**src/rtl/level_statistics_db_core_assert.svh**
```systemverilog
// Assertion macros used by the level statistics controller.
// Expects clk and rst_n in scope at the point of use.
`ifndef LEVEL_STATISTICS_DB_CORE_ASSERT_SVH
`define LEVEL_STATISTICS_DB_CORE_ASSERT_SVH

// same-cycle implication
`define LSDB_ASSERT_NOW(label, ante, cons, msg) \
    label: assert property (@(posedge clk) disable iff (!rst_n) (ante) |-> (cons)) \
        else $error(msg);

// next-cycle implication
`define LSDB_ASSERT_NEXT(label, ante, cons, msg) \
    label: assert property (@(posedge clk) disable iff (!rst_n) (ante) |=> (cons)) \
        else $error(msg);

`endif

```
**src/rtl/lsdb_pkg.sv**
```systemverilog
// Shared types and constants for the level statistics block.
// No dependencies.
package lsdb_pkg;

    localparam int MAX_ITEMS   = 4096;
    localparam int CNT_W       = 13;
    localparam int LVL_W       = 17;
    localparam int SUM_W       = 29;
    localparam int SQ_W        = 46;
    localparam int OPND_W      = 57;
    localparam int LOG_ITERS   = 24;
    localparam logic [LVL_W-1:0] LEVEL_ONE = 17'd65536;
    localparam logic signed [27:0] DB_K = 28'sd101008905;
    localparam logic [15:0] DB_FLOOR = 16'h8000;

    localparam logic [1:0] OUT_MIN    = 2'd0;
    localparam logic [1:0] OUT_MAX    = 2'd1;
    localparam logic [1:0] OUT_MEAN   = 2'd2;
    localparam logic [1:0] OUT_SPREAD = 2'd3;

    typedef struct packed {
        logic [LVL_W-1:0] rms_level;
        logic             last_item;
    } lsdb_in_t;

    typedef struct packed {
        logic signed [15:0] min_db;
        logic signed [15:0] max_db;
        logic signed [15:0] mean_db;
        logic signed [15:0] spread_db;
        logic [CNT_W-1:0]   item_count;
        logic [3:0]         floor_flags;
        logic               overflow;
    } lsdb_out_t;

    typedef struct packed {
        logic       acc_en;
        logic       prep_mul;
        logic       prep_sum;
        logic       l_init;
        logic       log_load;
        logic       log_shift;
        logic       log_mul;
        logic       log_upd;
        logic       l_add;
        logic       l_sub;
        logic       db_mul;
        logic       db_rnd;
        logic       write_field;
        logic       load_out;
        logic [1:0] sel_out;
        logic       sel_second;
    } lsdb_cmd_t;

    typedef struct packed {
        logic [3:0] flags;
        logic       norm_top;
    } lsdb_stat_t;

endpackage

```
**src/rtl/lsdb_ctrl.sv**
```systemverilog
// Controller: sequences accumulation, log2 iterations, dB scaling and output.
// Depends on lsdb_pkg and level_statistics_db_core_assert.svh.
`include "level_statistics_db_core_assert.svh"

module lsdb_ctrl
    import lsdb_pkg::*;
(
    input  logic       clk,
    input  logic       rst_n,
    input  logic       in_valid,
    input  logic       in_last,
    input  logic       out_ready,
    input  lsdb_stat_t stat,
    output logic       in_ready,
    output logic       out_valid,
    output lsdb_cmd_t  cmd
);

    typedef enum logic [11:0] {
        ST_ACC   = 12'b000000000001,
        ST_PREP1 = 12'b000000000010,
        ST_PREP2 = 12'b000000000100,
        ST_SEL   = 12'b000000001000,
        ST_LNORM = 12'b000000010000,
        ST_LMUL  = 12'b000000100000,
        ST_LUPD  = 12'b000001000000,
        ST_LADD  = 12'b000010000000,
        ST_DBMUL = 12'b000100000000,
        ST_DBRND = 12'b001000000000,
        ST_WRITE = 12'b010000000000,
        ST_STORE = 12'b100000000000
    } state_t;

    state_t     state_reg, state_next;
    logic [1:0] out_idx_reg, out_idx_next;
    logic       second_reg, second_next;
    logic [4:0] iter_reg, iter_next;
    logic       out_valid_reg, out_valid_next;

    always_ff @(posedge clk or negedge rst_n)
    begin
        if (!rst_n)
        begin
            state_reg     <= ST_ACC;
            out_idx_reg   <= '0;
            second_reg    <= 1'b0;
            iter_reg      <= '0;
            out_valid_reg <= 1'b0;
        end
        else
        begin
            state_reg     <= state_next;
            out_idx_reg   <= out_idx_next;
            second_reg    <= second_next;
            iter_reg      <= iter_next;
            out_valid_reg <= out_valid_next;
        end
    end

    always_comb
    begin
        state_next     = state_reg;
        out_idx_next   = out_idx_reg;
        second_next    = second_reg;
        iter_next      = iter_reg;
        in_ready       = 1'b0;
        cmd            = '0;
        cmd.sel_out    = out_idx_reg;
        cmd.sel_second = second_reg;
        unique case (state_reg)
            ST_ACC:
            begin
                in_ready   = 1'b1;
                cmd.acc_en = in_valid;
                if (in_valid && in_last)
                    state_next = ST_PREP1;
            end
            ST_PREP1:
            begin
                cmd.prep_mul = 1'b1;
                state_next   = ST_PREP2;
            end
            ST_PREP2:
            begin
                cmd.prep_sum = 1'b1;
                out_idx_next = OUT_MIN;
                state_next   = ST_SEL;
            end
            ST_SEL:
            begin
                second_next = 1'b0;
                if (stat.flags[out_idx_reg])
                    state_next = ST_WRITE;
                else
                begin
                    cmd.l_init     = 1'b1;
                    cmd.log_load   = 1'b1;
                    cmd.sel_second = 1'b0;
                    state_next     = ST_LNORM;
                end
            end
            ST_LNORM:
            begin
                cmd.log_shift = 1'b1;
                if (stat.norm_top)
                begin
                    iter_next  = '0;
                    state_next = ST_LMUL;
                end
            end
            ST_LMUL:
            begin
                cmd.log_mul = 1'b1;
                state_next  = ST_LUPD;
            end
            ST_LUPD:
            begin
                cmd.log_upd = 1'b1;
                if (iter_reg == 5'(LOG_ITERS - 1))
                    state_next = ST_LADD;
                else
                begin
                    iter_next  = iter_reg + 1'b1;
                    state_next = ST_LMUL;
                end
            end
            ST_LADD:
            begin
                cmd.l_add = !second_reg;
                cmd.l_sub = second_reg;
                if (!second_reg && out_idx_reg[1])
                begin
                    second_next    = 1'b1;
                    cmd.log_load   = 1'b1;
                    cmd.sel_second = 1'b1;
                    state_next     = ST_LNORM;
                end
                else
                    state_next = ST_DBMUL;
            end
            ST_DBMUL:
            begin
                cmd.db_mul = 1'b1;
                state_next = ST_DBRND;
            end
            ST_DBRND:
            begin
                cmd.db_rnd = 1'b1;
                state_next = ST_WRITE;
            end
            ST_WRITE:
            begin
                cmd.write_field = 1'b1;
                if (out_idx_reg == OUT_SPREAD)
                    state_next = ST_STORE;
                else
                begin
                    out_idx_next = out_idx_reg + 1'b1;
                    state_next   = ST_SEL;
                end
            end
            ST_STORE:
            begin
                if (!out_valid_reg || out_ready)
                begin
                    cmd.load_out = 1'b1;
                    state_next   = ST_ACC;
                end
            end
            default:
            begin
                state_next = ST_ACC;
            end
        endcase
    end

    always_comb
    begin
        if (cmd.load_out)
            out_valid_next = 1'b1;
        else if (out_valid_reg && out_ready)
            out_valid_next = 1'b0;
        else
            out_valid_next = out_valid_reg;
    end

    assign out_valid = out_valid_reg;

    `LSDB_ASSERT_NEXT(a_store_loads, (state_reg == ST_STORE) && cmd.load_out,
        (state_reg == ST_ACC) && out_valid_reg, "result load did not raise out_valid")
    `LSDB_ASSERT_NEXT(a_last_stops, (state_reg == ST_ACC) && in_valid && in_last,
        (state_reg == ST_PREP1) && !in_ready, "last word did not start finalize")
    `LSDB_ASSERT_NEXT(a_iter_end, (state_reg == ST_LUPD) && (iter_reg == 5'(LOG_ITERS - 1)),
        state_reg == ST_LADD, "log iteration count overran")
    `LSDB_ASSERT_NEXT(a_out_hold, out_valid_reg && !out_ready, out_valid_reg,
        "pending result dropped")

endmodule

```
**config.mk**
```make
export PLATFORM = sky130hd
export DESIGN_NAME = lsdb_ctrl
export DESIGN_NICKNAME = d
export VERILOG_FILES = /design/src/rtl/lsdb_pkg.sv /design/src/rtl/lsdb_ctrl.sv
export VERILOG_INCLUDE_DIRS = /design/src /design/src/rtl
export SDC_FILE = /design/constraint.sdc
export NUM_CORES = 1
export LEC_CHECK = 0
export BUFFER_PORTS_ARGS = -buffer_cell sky130_fd_sc_hd__buf_2
export CAP_MARGIN = 10
export CORE_UTILIZATION = 48
export CTS_CLUSTER_DIAMETER = 40
export DETAILED_ROUTE_END_ITERATION = 8
export GPL_TIMING_DRIVEN = 0
export MAX_ROUTING_LAYER = met4
export PLACE_DENSITY = 0.75
export SETUP_SLACK_MARGIN = 0.15
export SLEW_MARGIN = 20
export SYNTH_ARGS = -nofsm -noshare
export SYNTH_HDL_FRONTEND = slang
export SYNTH_SLANG_ARGS = --single-unit
```
**constraint.sdc**
```tcl
create_clock -name clk -period 1.9 [get_ports clk]
set_input_delay 0.095 -clock clk [delete_from_list [all_inputs] [get_ports clk]]
set_output_delay 0.095 -clock clk [all_outputs]
set_load 0.1 [all_outputs]
```
==> metrics.md, run 1 <==
| Metric | Value |
|---|---|
| Status | `did not finish` |
| Stop stage | `5_1_grt` |
| Error msg | `[ERROR DPL-0033] detailed placement checks failed during check placement.` |
| Root Buffer | `clkbuf_4` |
| Ys Warns | `0` |
| IO Port Bufs | `28` |
| Largest net degree at the start of global routing | `22` |
| Number of cell rows | `18` |
| Clk sinks | `21` |
| Number of synthesized flops with an enable pin | `0` |
| Syn_nets | `150` |
| FFs w/ async S/R, synth | `1.00` |
| Synth Register Bits | `21` |
| CTS Buffer Depth | `2` |
| H-tree levels | `1` |
| Final Wtd Congestion | `0.909` |
| Synth cell types | `41` |
| Die X | `54.3 microns` |
| Post-DP HPWL | `2230 microns` |
| Register area share after synthesis | `0.401` |
| Ys flop type | `dfrtp_1` |
| Top cell type by total area after synthesis | `dfrtp_1` |
| Count leader, synth | `dfrtp_1` |
| Cells after Synth | `138` |
| Num CTS Buffers | `3` |
| Initial Utilization | `0.521` |
| Cells after DPL | `196` |
| Per-instance average area after synthesis | `9.52 sq um` |
| Initial antenna violation count | `0` |
| Post-GRT worst EP | `cmd[5]` |
| Post-synth top area share | `0.381` |
| I/O pin count | `29` |
| Worst ep type | `primary output` |
| Chip Height | `54.3 microns` |
| Synth area leaders | `dfrtp_1 (38%), nor4_4 (4.9%), nand3_1 (4.2%)` |
| Cell Area, Synth | `1310 sq um` |
| Post-synth top cells | `dfrtp_1 (20), nand2_1 (12), nand3_1 (11), nor2_1 (11), o21ai_0 (7)` |
## kinds of logic after synthesis
group	count (synthesis)	share of synthesized area
compound gates	22	0.110
xor+xnor	3	0.0200
fa+ha+maj	2	0.0190
buf+inv	11	0.0514
flops	21	0.401
mux	2	0.0257
simple gates	77	0.373
## metrics by stage
stage	util	hold WS, ns	worst slack, ns	instance area [sq um]
after global placement	0.645	0.0836	-0.435	1630
after CTS	0.892	0.0168	-0.304	2250
after detailed placement	0.645	0.0846	-0.479	1630
after floorplan	-	-0.201	-1.14	1450
## what timing repair did
item	4_1_cts
resized for setup	87
pin swaps	21
endpoints found under the hold margin	20
setup endpoints to repair	28
hold buffers	1
buffers inserted	31
==> run 2, diff against run 1 <==
Settings changed: CORE_AREA from default to 2 2 63 65, CORE_UTILIZATION 48 to default, CTS_CLUSTER_DIAMETER 40 to default, DIE_AREA from default to 0 0 65 67, MAX_ROUTING_LAYER met4 to default, PLACE_DENSITY 0.75 to default, PLACE_DENSITY_LB_ADDON from default to 0.15, SETUP_SLACK_MARGIN 0.15 to default.
Clock period 1.9 ns to 2.5 ns, I/O delays scaled along.
==> run 2 against run 1 <==
Net effect:
- the run now ends clean
- synthesized cell count unchanged
- synthesized area unchanged
==> metrics.md, run 2 <==
| Metric | Value |
|---|---|
| CTS tree | `done` |
| Via Count | `1185` |
| Leak | `0.837 nW` |
| Setup WS pre-CTS | `-0.0971 ns` |
| DRT iter0 DRCs | `38` |
| DRT Pass-1 Iters | `4` |
| Synth Register Bits | `21` |
| FFs w/ async S/R, synth | `1.00` |
| Final Wtd Congestion | `0.745` |
| Antenna diodes | `0` |
| Chip Height | `67 microns` |
| Cells after DPL | `214` |
| IO Port Bufs | `28` |
| Num CTS Buffers | `3` |
| Status | `finished, final reports clean` |
| Final wirelength | `3180 microns` |
| Final Setup Violations | `0` |
| Count leader, synth | `dfrtp_1` |
| Final Hold Vio Count | `0` |
| Layout cells sized above 1 | `0.373` |
| Number of synthesized flops with an enable pin | `0` |
| Final Skew | `0.00331 ns` |
| H-tree levels | `1` |
| Per-instance average area after synthesis | `9.52 sq um` |
| CP arrival | `2.27 ns` |
| Number of max-slew violations in the final report | `0` |
| Max Cap Viol | `0` |
| Clk sinks | `21` |
| Hold Startpoint | `in_last` |
| Number of cell rows | `22` |
| Worst setup path class | `flip-flop to output pin` |
| Syn_nets | `150` |
| Cells after Synth | `138` |
| CP Capture Type | `output pin` |
| Post-DRT Antenna Nets | `0` |
| Hold path cells | `2` |
| Core ar. | `3610 sq um` |
| Commonest non-fill, non-tap cell in the layout | `buf_2` |
| Synth area leaders | `dfrtp_1 (38%), nor4_4 (4.9%), nand3_1 (4.2%)` |
| Layout Nets | `190` |
| Worst setup margin | `0.110 ns` |
| Critical Path Start Type | `flip-flop` |
| Initial Utilization | `0.364` |
| Tmin final | `2.39 ns` |
| Ys Warns | `0` |
| Synth cell types | `41` |
| Total track usage | `0.161` |
| Register area share after synthesis | `0.401` |
| Final period util | `0.956` |
| Max_slew headroom | `0.670` |
| Area delta synth->final | `29.6%` |
| WL/cell | `14.1 microns` |
| Crit-path slowest cell | `nor4_4` |
| I/O pin count | `29` |
| Ys flop type | `dfrtp_1` |
| Unrepaired setup endpoints after global routing | `false` |
| Vias/cell | `5.27` |
| Sequential Power Share | `0.375` |
| Reg2reg setup slack | `0.45 ns` |
| Top cell type by total area after synthesis | `dfrtp_1` |
| Post-synth top cells | `dfrtp_1 (20), nand2_1 (12), nand3_1 (11), nor2_1 (11), o21ai_0 (7)` |
| Power Density | `642 nW/um^2` |
| First-pass GRT wire length | `5290 microns` |
| Worst-skew pair later-pin latency | `0.27 ns` |
| HP Class | `primary input to flip-flop` |
| Combinational power share | `0.411` |
| Crit-path max cell delay | `0.40 ns` |
| Root Buffer | `clkbuf_8` |
| Peak VDD IR | `0.000265 V` |
| Hold EP | `state_reg[1]` |
| Worst R2R Start | `state_reg[8]` |
| Post-DP HPWL | `2310 microns` |
| Post-synth top area share | `0.381` |
| Clock Pin Slew Worst Setup and Hold Paths | `0.08 ns` |
| Final global-route overflow total | `0` |
| Die X | `65 microns` |
| Worst r2r path cells | `7` |
| Commonest non-fill, non-tap cells in the layout | `buf_2 (22), dfrtp_1 (18), buf_4 (13), nand2_1 (12), nand3_1 (11)` |
| Largest net degree at the start of global routing | `22` |
| WHS | `0.104 ns` |
| # DRC | `0` |
| Internal power | `0.622 mW` |
| NetSw | `0.472 mW` |
| Non-Filler Instances | `225` |
| Vias in the first global route | `1122` |
| F_max | `418 MHz` |
| Setup TNS | `0 ns` |
| Worst slew pin tran | `0.495 ns` |
| Max FFs per register | `12` |
| Crit path cell chain | `buf_6 > nor4_4 > buf_4 > nand2_2 > nor4_4 > a21o_2 > buf_4` |
| Initial antenna violation count | `0` |
| Die ar. | `4360 sq um` |
| CTS Buffer Depth | `2` |
| Worst Setup SP | `state_reg[8]` |
| Required @ worst endpoint | `2.38 ns` |
| Sw Ratio | `0.432` |
| Worst Path Max Fanout | `10` |
| Power share of the clock group | `0.214` |
| Cell Area, Synth | `1310 sq um` |
| Reg2reg end | `iter_reg[3]` |
run 2: cells by family after synthesis:
| group | count (synthesis) | share of synthesized area |
|---|---|---|
| AND/OR/NAND/NOR | 77 | 0.373 |
| XOR/XNOR | 3 | 0.0200 |
| flip-flops | 21 | 0.401 |
| AO/OA/AOI/OAI | 22 | 0.110 |
| buffers and inverters | 11 | 0.0514 |
| multiplexers | 2 | 0.0257 |
| adder cells (fa/ha/maj) | 2 | 0.0190 |
run 2: area by class of cell:
cell class	instances	area (sq um)
inverters	6	22.5
flip-flops and latches	21	532
multi-input cells	106	787
repair buffers	35	210
clock buffers	3	41.3
fillers	360	1900
well taps	48	60.1
clock inverters	1	5.00
plain buffers	5	45.0
run 2: per-layer routing:
layer  track usage  up-vias  part of all wire
li1              -      587                 -
met1         0.209      573              0.48
met2         0.267       21              0.48
met3        0.0203        4             0.030
met4        0.0745        0             0.013
met5             0        -                 0
run 2: worst max path at each step:
stage,end,slack [ns],depth (start not counted)
after floorplan,state_reg[4],-0.66,4
after global placement,cmd[0],-0.09,7
after detailed placement,cmd[0],-0.1,7
after CTS,cmd[12],-0.005,5
after global routing,cmd[12],0.02,7
final,cmd[12],0.11,7
run 2: metrics by stage:
stage	utilization	total power, mW	instance area, sq um
2_1_floorplan	-	0.770	1370
3_3_place_gp	0.435	0.836	1570
3_5_place_dp	0.435	0.846	1570
4_1_cts	0.464	1.10	1670
5_1_grt	0.472	1.16	1700
6_report	0.472	1.09	1700
run 2: power by group through the flow:
stage                     logic (mW)  registers [mW]  clock network [mW]
after detailed placement       0.429           0.417                   0
after global placement         0.422           0.414                   0
after CTS                      0.449           0.411               0.244
final                          0.449           0.410               0.235
after global routing           0.481           0.416               0.257
after floorplan                0.339           0.430                   0
run 2: repair_timing:
item	in CTS	in global routing
buffers inserted	3	3
endpoints found under the setup margin	11	5
gates cloned	0	0
hold endpoints to repair	20	0
hold buffers	1	0
gates resized for setup	7	1
pin swaps	2	1
run 2: worst max-delay path: cells and delay by family, from the launching register on:
kind | cells | cell delay [ns]
DFF | 1 | 0.38
buffers and inverters | 3 | 0.62
and+or+nand+nor | 3 | 0.82
AOI/OAI and AO/OA | 1 | 0.17
(Power assumes the default switching activity.)
==> run 3, diff against run 2 <==
Settings changed: PLACE_DENSITY from default to 0.65, PLACE_DENSITY_LB_ADDON 0.15 to default.
==> run 3 against run 2 <==
Net effect:
- final cell count unchanged
- first-iteration DRC count up 110%
- clock-buffer cell count unchanged
- final area down 0.15%
- core utilization down 0.069 points
- sequential power up 1%
- worst setup slack better by 0.022 ns
- sequential cell count unchanged
- largest power group unchanged
==> metrics.md, run 3 (synthesized netlist as in run 2, its figures left out) <==
| Metric | Value |
|---|---|
| Status | `finished, final reports clean` |
| Met3 Wirelength | `139 microns` |
| Commonest non-fill, non-tap cells in the layout | `buf_2 (23), dfrtp_1 (18), nand2_1 (12), nand3_1 (11), buf_4 (11)` |
| Crit-path max cell delay | `0.50 ns` |
| Total track usage | `0.150` |
| Power Density | `648 nW/um^2` |
| I/O pin count | `29` |
| Worst slew pin tran | `0.483 ns` |
| Area delta synth->final | `29.4%` |
| Max Cap Viol | `0` |
| Crit path cell chain | `nor4_4 > buf_4 > nand3_1 > nor3b_4 > buf_2` |
| CTS tree | `done` |
| Leak | `0.836 nW` |
| Chip Height | `67 microns` |
| Max FFs per register | `12` |
| CTS Buffer Depth | `2` |
| DRT iter0 DRCs | `80` |
| Final global-route overflow total | `0` |
| Routed length on met1 | `1340 microns` |
| Final Wtd Congestion | `0.845` |
| Worst-skew pair later-pin latency | `0.27 ns` |
| Unrepaired setup endpoints after global routing | `false` |
| Peak VDD IR | `0.000376 V` |
| Final Hold Vio Count | `0` |
| F_max | `422 MHz` |
| Clk sinks | `21` |
| H-tree levels | `1` |
| Max_slew headroom | `0.678` |
| IO Port Bufs | `28` |
| Worst setup margin | `0.131 ns` |
| Clock Pin Slew Worst Setup and Hold Paths | `0.08 ns` |
| Tmin final | `2.37 ns` |
| Via Count | `1212` |
| CP Capture Type | `output pin` |
| First-pass GRT wire length | `4980 microns` |
| Core ar. | `3610 sq um` |
| Final wirelength | `3080 microns` |
| Initial antenna violation count | `0` |
| Final Setup Violations | `0` |
| WL/cell | `13.7 microns` |
| Vias/cell | `5.39` |
| Critical Path Start Type | `flip-flop` |
| CP arrival | `2.24 ns` |
| Largest net degree at the start of global routing | `22` |
| Final Skew | `0.00942 ns` |
| Filler cells | `354` |
| Crit-path slowest cell | `dfrtp_1` |
| Final period util | `0.947` |
| Post-DRT Antenna Nets | `0` |
| Top sig layer | `met4` |
| # DRC | `0` |
| Num CTS Buffers | `3` |
| Layout Nets | `190` |
| Delay-heaviest family, CP | `simple AND/OR/NAND/NOR gates` |
| Commonest non-fill, non-tap cell in the layout | `buf_2` |
| Vias in the first global route | `1114` |
| Initial Utilization | `0.364` |
| Die X | `65 microns` |
| Worst Path Max Fanout | `8` |
| HP Class | `primary input to flip-flop` |
| Worst setup path class | `flip-flop to output pin` |
| WHS | `0.118 ns` |
| Root Buffer | `clkbuf_8` |
| Setup WS pre-CTS | `-0.0102 ns` |
| Number of cell rows | `22` |
| DRT Pass-1 Iters | `4` |
| Post-DP HPWL | `2230 microns` |
| CP bufs+invs | `2` |
| Wire length on met2 | `1570 microns` |
| Number of max-slew violations in the final report | `0` |
| Die ar. | `4360 sq um` |
| Required @ worst endpoint | `2.38 ns` |
| Antenna diodes | `0` |
| Layout cells sized above 1 | `0.373` |
run 3: cell count changes in the layout (fill, tap and decap cells not counted):
cell | previous run | this run
clkbuf_4 | 0 | 1
buf_2 | 22 | 23
buf_4 | 13 | 11
run 3: report_power, final:
| group | internal (mW) | switching [mW] |
|---|---|---|
| registers | 0.374 | 0.0403 |
| logic | 0.137 | 0.321 |
| clock network | 0.111 | 0.118 |
run 3: final timing paths:
check                                  start              to  slack (ns)  cells past startpoint
worst max-delay path            state_reg[3]          cmd[5]        0.13                      5
worst min-delay path                 in_last    state_reg[1]        0.12                      2
worst max register to register  state_reg[8]     iter_reg[3]        0.53                      6
worst min register to register   iter_reg[0]     iter_reg[0]        0.52                      1
max in group asynchronous              rst_n  out_idx_reg[0]        1.79                      2
min in group asynchronous              rst_n    state_reg[1]        0.34                      2
run 3: what timing repair did:
action / 4_1_cts / 5_1_grt
setup endpoints to repair: 7 / 7
endpoints found under the hold margin: 20 / 0
hold buffers: 1 / 0
gates resized for setup: 5 / 2
pin swaps: 2 / 3
buffers inserted: 4 / 2
run 3: through the flow:
stage                     total power [mW]   util  cells  instance area (sq um)  setup TNS (ns)
after floorplan                      0.770      -    138                   1370           -2.23
after global placement               0.832  0.435    214                   1570        -0.00210
after detailed placement             0.847  0.435    214                   1570         -0.0181
after CTS                             1.09  0.464    223                   1670               0
after global routing                  1.15  0.472    225                   1700               0
final                                 1.10  0.472    225                   1700               0
run 3: final cells by class:
type,instances,area [sq um],area share
Multi-Input combinational cell,106,787,0.463
Sequential cell,21,532,0.313
Timing Repair Buffer,35,208,0.122
Tap cell,48,60.1,0.0353
Buffer,5,45.0,0.0265
Clock buffer,3,41.3,0.0243
Inverter,6,22.5,0.0132
Clock inverter,1,5.00,0.00294
run 3: routing by layer:
layer,vias up,GRT usage
met3,8,0.0355
met5,-,0
met1,591,0.172
met2,34,0.277
li1,579,-
met4,0,0.0399
==> run 4, diff against run 3 <==
Settings changed: PLACE_DENSITY 0.65 to 0.54, SETUP_SLACK_MARGIN from default to 0.3, SLEW_MARGIN 20 to default.
==> run 4 against run 3 <==
Net effect:
- core utilization is 5.4 points higher
- sequential cell count stayed put
- routed wire length is 5.1% higher
- critical endpoint is now cmd[0]
- hold slack better by 0.0013 ns
- sequential power hardly changed
- highest routed layer unchanged
- final cell count is 4.4% higher
- via count is 0.83% lower
- die area stayed put
- register-to-register slack worse by 0.06 ns
==> metrics.md, run 4 (synthesized netlist as in run 2, its figures left out) <==
| Metric | Value |
|---|---|
| Final Setup Violations | `0` |
| F_max | `458 MHz` |
| Num CTS Buffers | `3` |
| Die ar. | `4360 sq um` |
| Via Count | `1202` |
| Delay-heaviest family, CP | `simple AND/OR/NAND/NOR gates` |
| Critical Path Start Type | `flip-flop` |
| Final Wtd Congestion | `0.776` |
| Initial antenna violation count | `0` |
| Antenna diodes | `0` |
| Design Power | `1.13 mW` |
| Number of cell rows | `22` |
| DRT iter0 DRCs | `54` |
| Max FFs per register | `12` |
| Layout Nets | `200` |
| Tmin final | `2.19 ns` |
| CP bufs+invs | `3` |
| Reg2reg end | `iter_reg[3]` |
| Chip Height | `67 microns` |
| Post-DRT Antenna Nets | `0` |
| Number of max-slew violations in the final report | `0` |
| I/O pin count | `29` |
| Worst R2R Start | `state_reg[5]` |
| Hold Startpoint | `in_last` |
| Crit-path slowest cell | `dfrtp_1` |
| CTS Buffer Depth | `2` |
| Worst r2r path cells | `5` |
| Final global-route overflow total | `0` |
| Initial Utilization | `0.364` |
| First-pass GRT wire length | `5040 microns` |
| Leak | `0.900 nW` |
| Setup WS pre-CTS | `-0.0429 ns` |
| IO Port Bufs | `28` |
| Hold EP | `state_reg[1]` |
| Peak VDD IR | `0.000287 V` |
| CP Capture Type | `output pin` |
| CP arrival | `2.06 ns` |
| Post-DP HPWL | `2210 microns` |
| Final Hold Vio Count | `0` |
| Final Skew | `0.00399 ns` |
| Required @ worst endpoint | `2.38 ns` |
| Total track usage | `0.151` |
| Clk sinks | `21` |
| Max Cap Viol | `0` |
| Commonest non-fill, non-tap cells in the layout | `buf_4 (19), dfrtp_1 (18), buf_2 (16), nand2_1 (11)` |
| Max_slew headroom | `0.659` |
| Root Buffer | `clkbuf_8` |
| Worst Path Max Fanout | `6` |
| Crit path cell chain | `buf_6 > nor4_4 > nand2_2 > nor4_4 > buf_4 > a21oi_2 > nor2_2 > buf_12` |
| Vias in the first global route | `1103` |
| Core ar. | `3610 sq um` |
| HP Class | `primary input to flip-flop` |
| Final period util | `0.874` |
| WL/cell | `13.8 microns` |
| Largest net degree at the start of global routing | `22` |
| Unrepaired setup endpoints after global routing | `true` |
| DRT Pass-1 Iters | `4` |
| # DRC | `0` |
| Reg2reg setup slack | `0.47 ns` |
| Crit-path max cell delay | `0.38 ns` |
| Worst slew pin tran | `0.512 ns` |
| Worst setup path class | `flip-flop to output pin` |
| Hold path cells | `2` |
| CP most frequent cell | `nor4_4` |
| Worst setup margin | `0.315 ns` |
| Vias/cell | `5.11` |
| H-tree levels | `1` |
| Area delta synth->final | `44.4%` |
| Worst-skew pair later-pin latency | `0.26 ns` |
| Layout cells sized above 1 | `0.433` |
| Clock Pin Slew Worst Setup and Hold Paths | `0.08 ns` |
| Die X | `65 microns` |
| Commonest non-fill, non-tap cell in the layout | `buf_4` |
| Final wirelength | `3240 microns` |
| Power Density | `594 nW/um^2` |
| Status | `finished, final reports clean` |
| CTS tree | `done` |
## run 4: stage by stage
stage           TNS, ns  cell area, sq um  hold WS (ns)  cells  utilization
3_3_place_gp   -0.00680              1610         0.119    214        0.446
2_1_floorplan     -1.89              1410        -0.171    138            -
6_report              0              1900         0.119    235        0.526
5_1_grt               0              1900         0.109    235        0.526
3_5_place_dp    -0.0429              1610         0.121    214        0.446
4_1_cts               0              1740         0.115    225        0.484
## run 4: timing repair
action	in CTS	in global routing
buffers inserted	6	10
endpoints found under the setup margin	14	13
hold buffers	1	0
resized for setup	12	25
pin swaps	5	4
hold endpoints to repair	20	0
## run 4: final cells by class
| class | instances | area [sq um] |
|---|---|---|
| flip-flops and latches | 21 | 532 |
| multi-input cells | 106 | 821 |
| inverters | 6 | 22.5 |
| clock buffers | 4 | 45.0 |
| plain buffers | 5 | 45.0 |
| fillers | 353 | 1710 |
| well taps | 48 | 60.1 |
| repair buffers | 45 | 372 |
## run 4: where the power goes
group / leakage, nW / switching, mW / internal, mW / total, mW
combinational: 0.612 / 0.325 / 0.167 / 0.492
sequential: 0.265 / 0.0375 / 0.373 / 0.411
clock: 0.0228 / 0.110 / 0.113 / 0.223
total: 0.900 / 0.472 / 0.654 / 1.13
## run 4: metal layers
| metal | vias up | part of all wire | GRT usage |
|---|---|---|---|
| met5 | - | 0 | 0 |
| li1 | 600 | - | - |
| met4 | 0 | 0.0062 | 0.0479 |
| met1 | 584 | 0.42 | 0.179 |
| met3 | 2 | 0.023 | 0.0203 |
| met2 | 16 | 0.55 | 0.281 |
## run 4: worst max-delay path by stage
stage / start / endpoint / slack [ns] / cells after the start
global placement: state_reg[9] / cmd[0] / -0.007 / 7
global route: state_reg[9] / cmd[0] / 0.16 / 8
CTS: state_reg[8] / cmd[0] / 0.21 / 7
detailed placement: state_reg[9] / cmd[0] / -0.04 / 7
finish: state_reg[9] / cmd[0] / 0.31 / 8
floorplan: out_idx_reg[0] / cmd[0] / -0.57 / 3
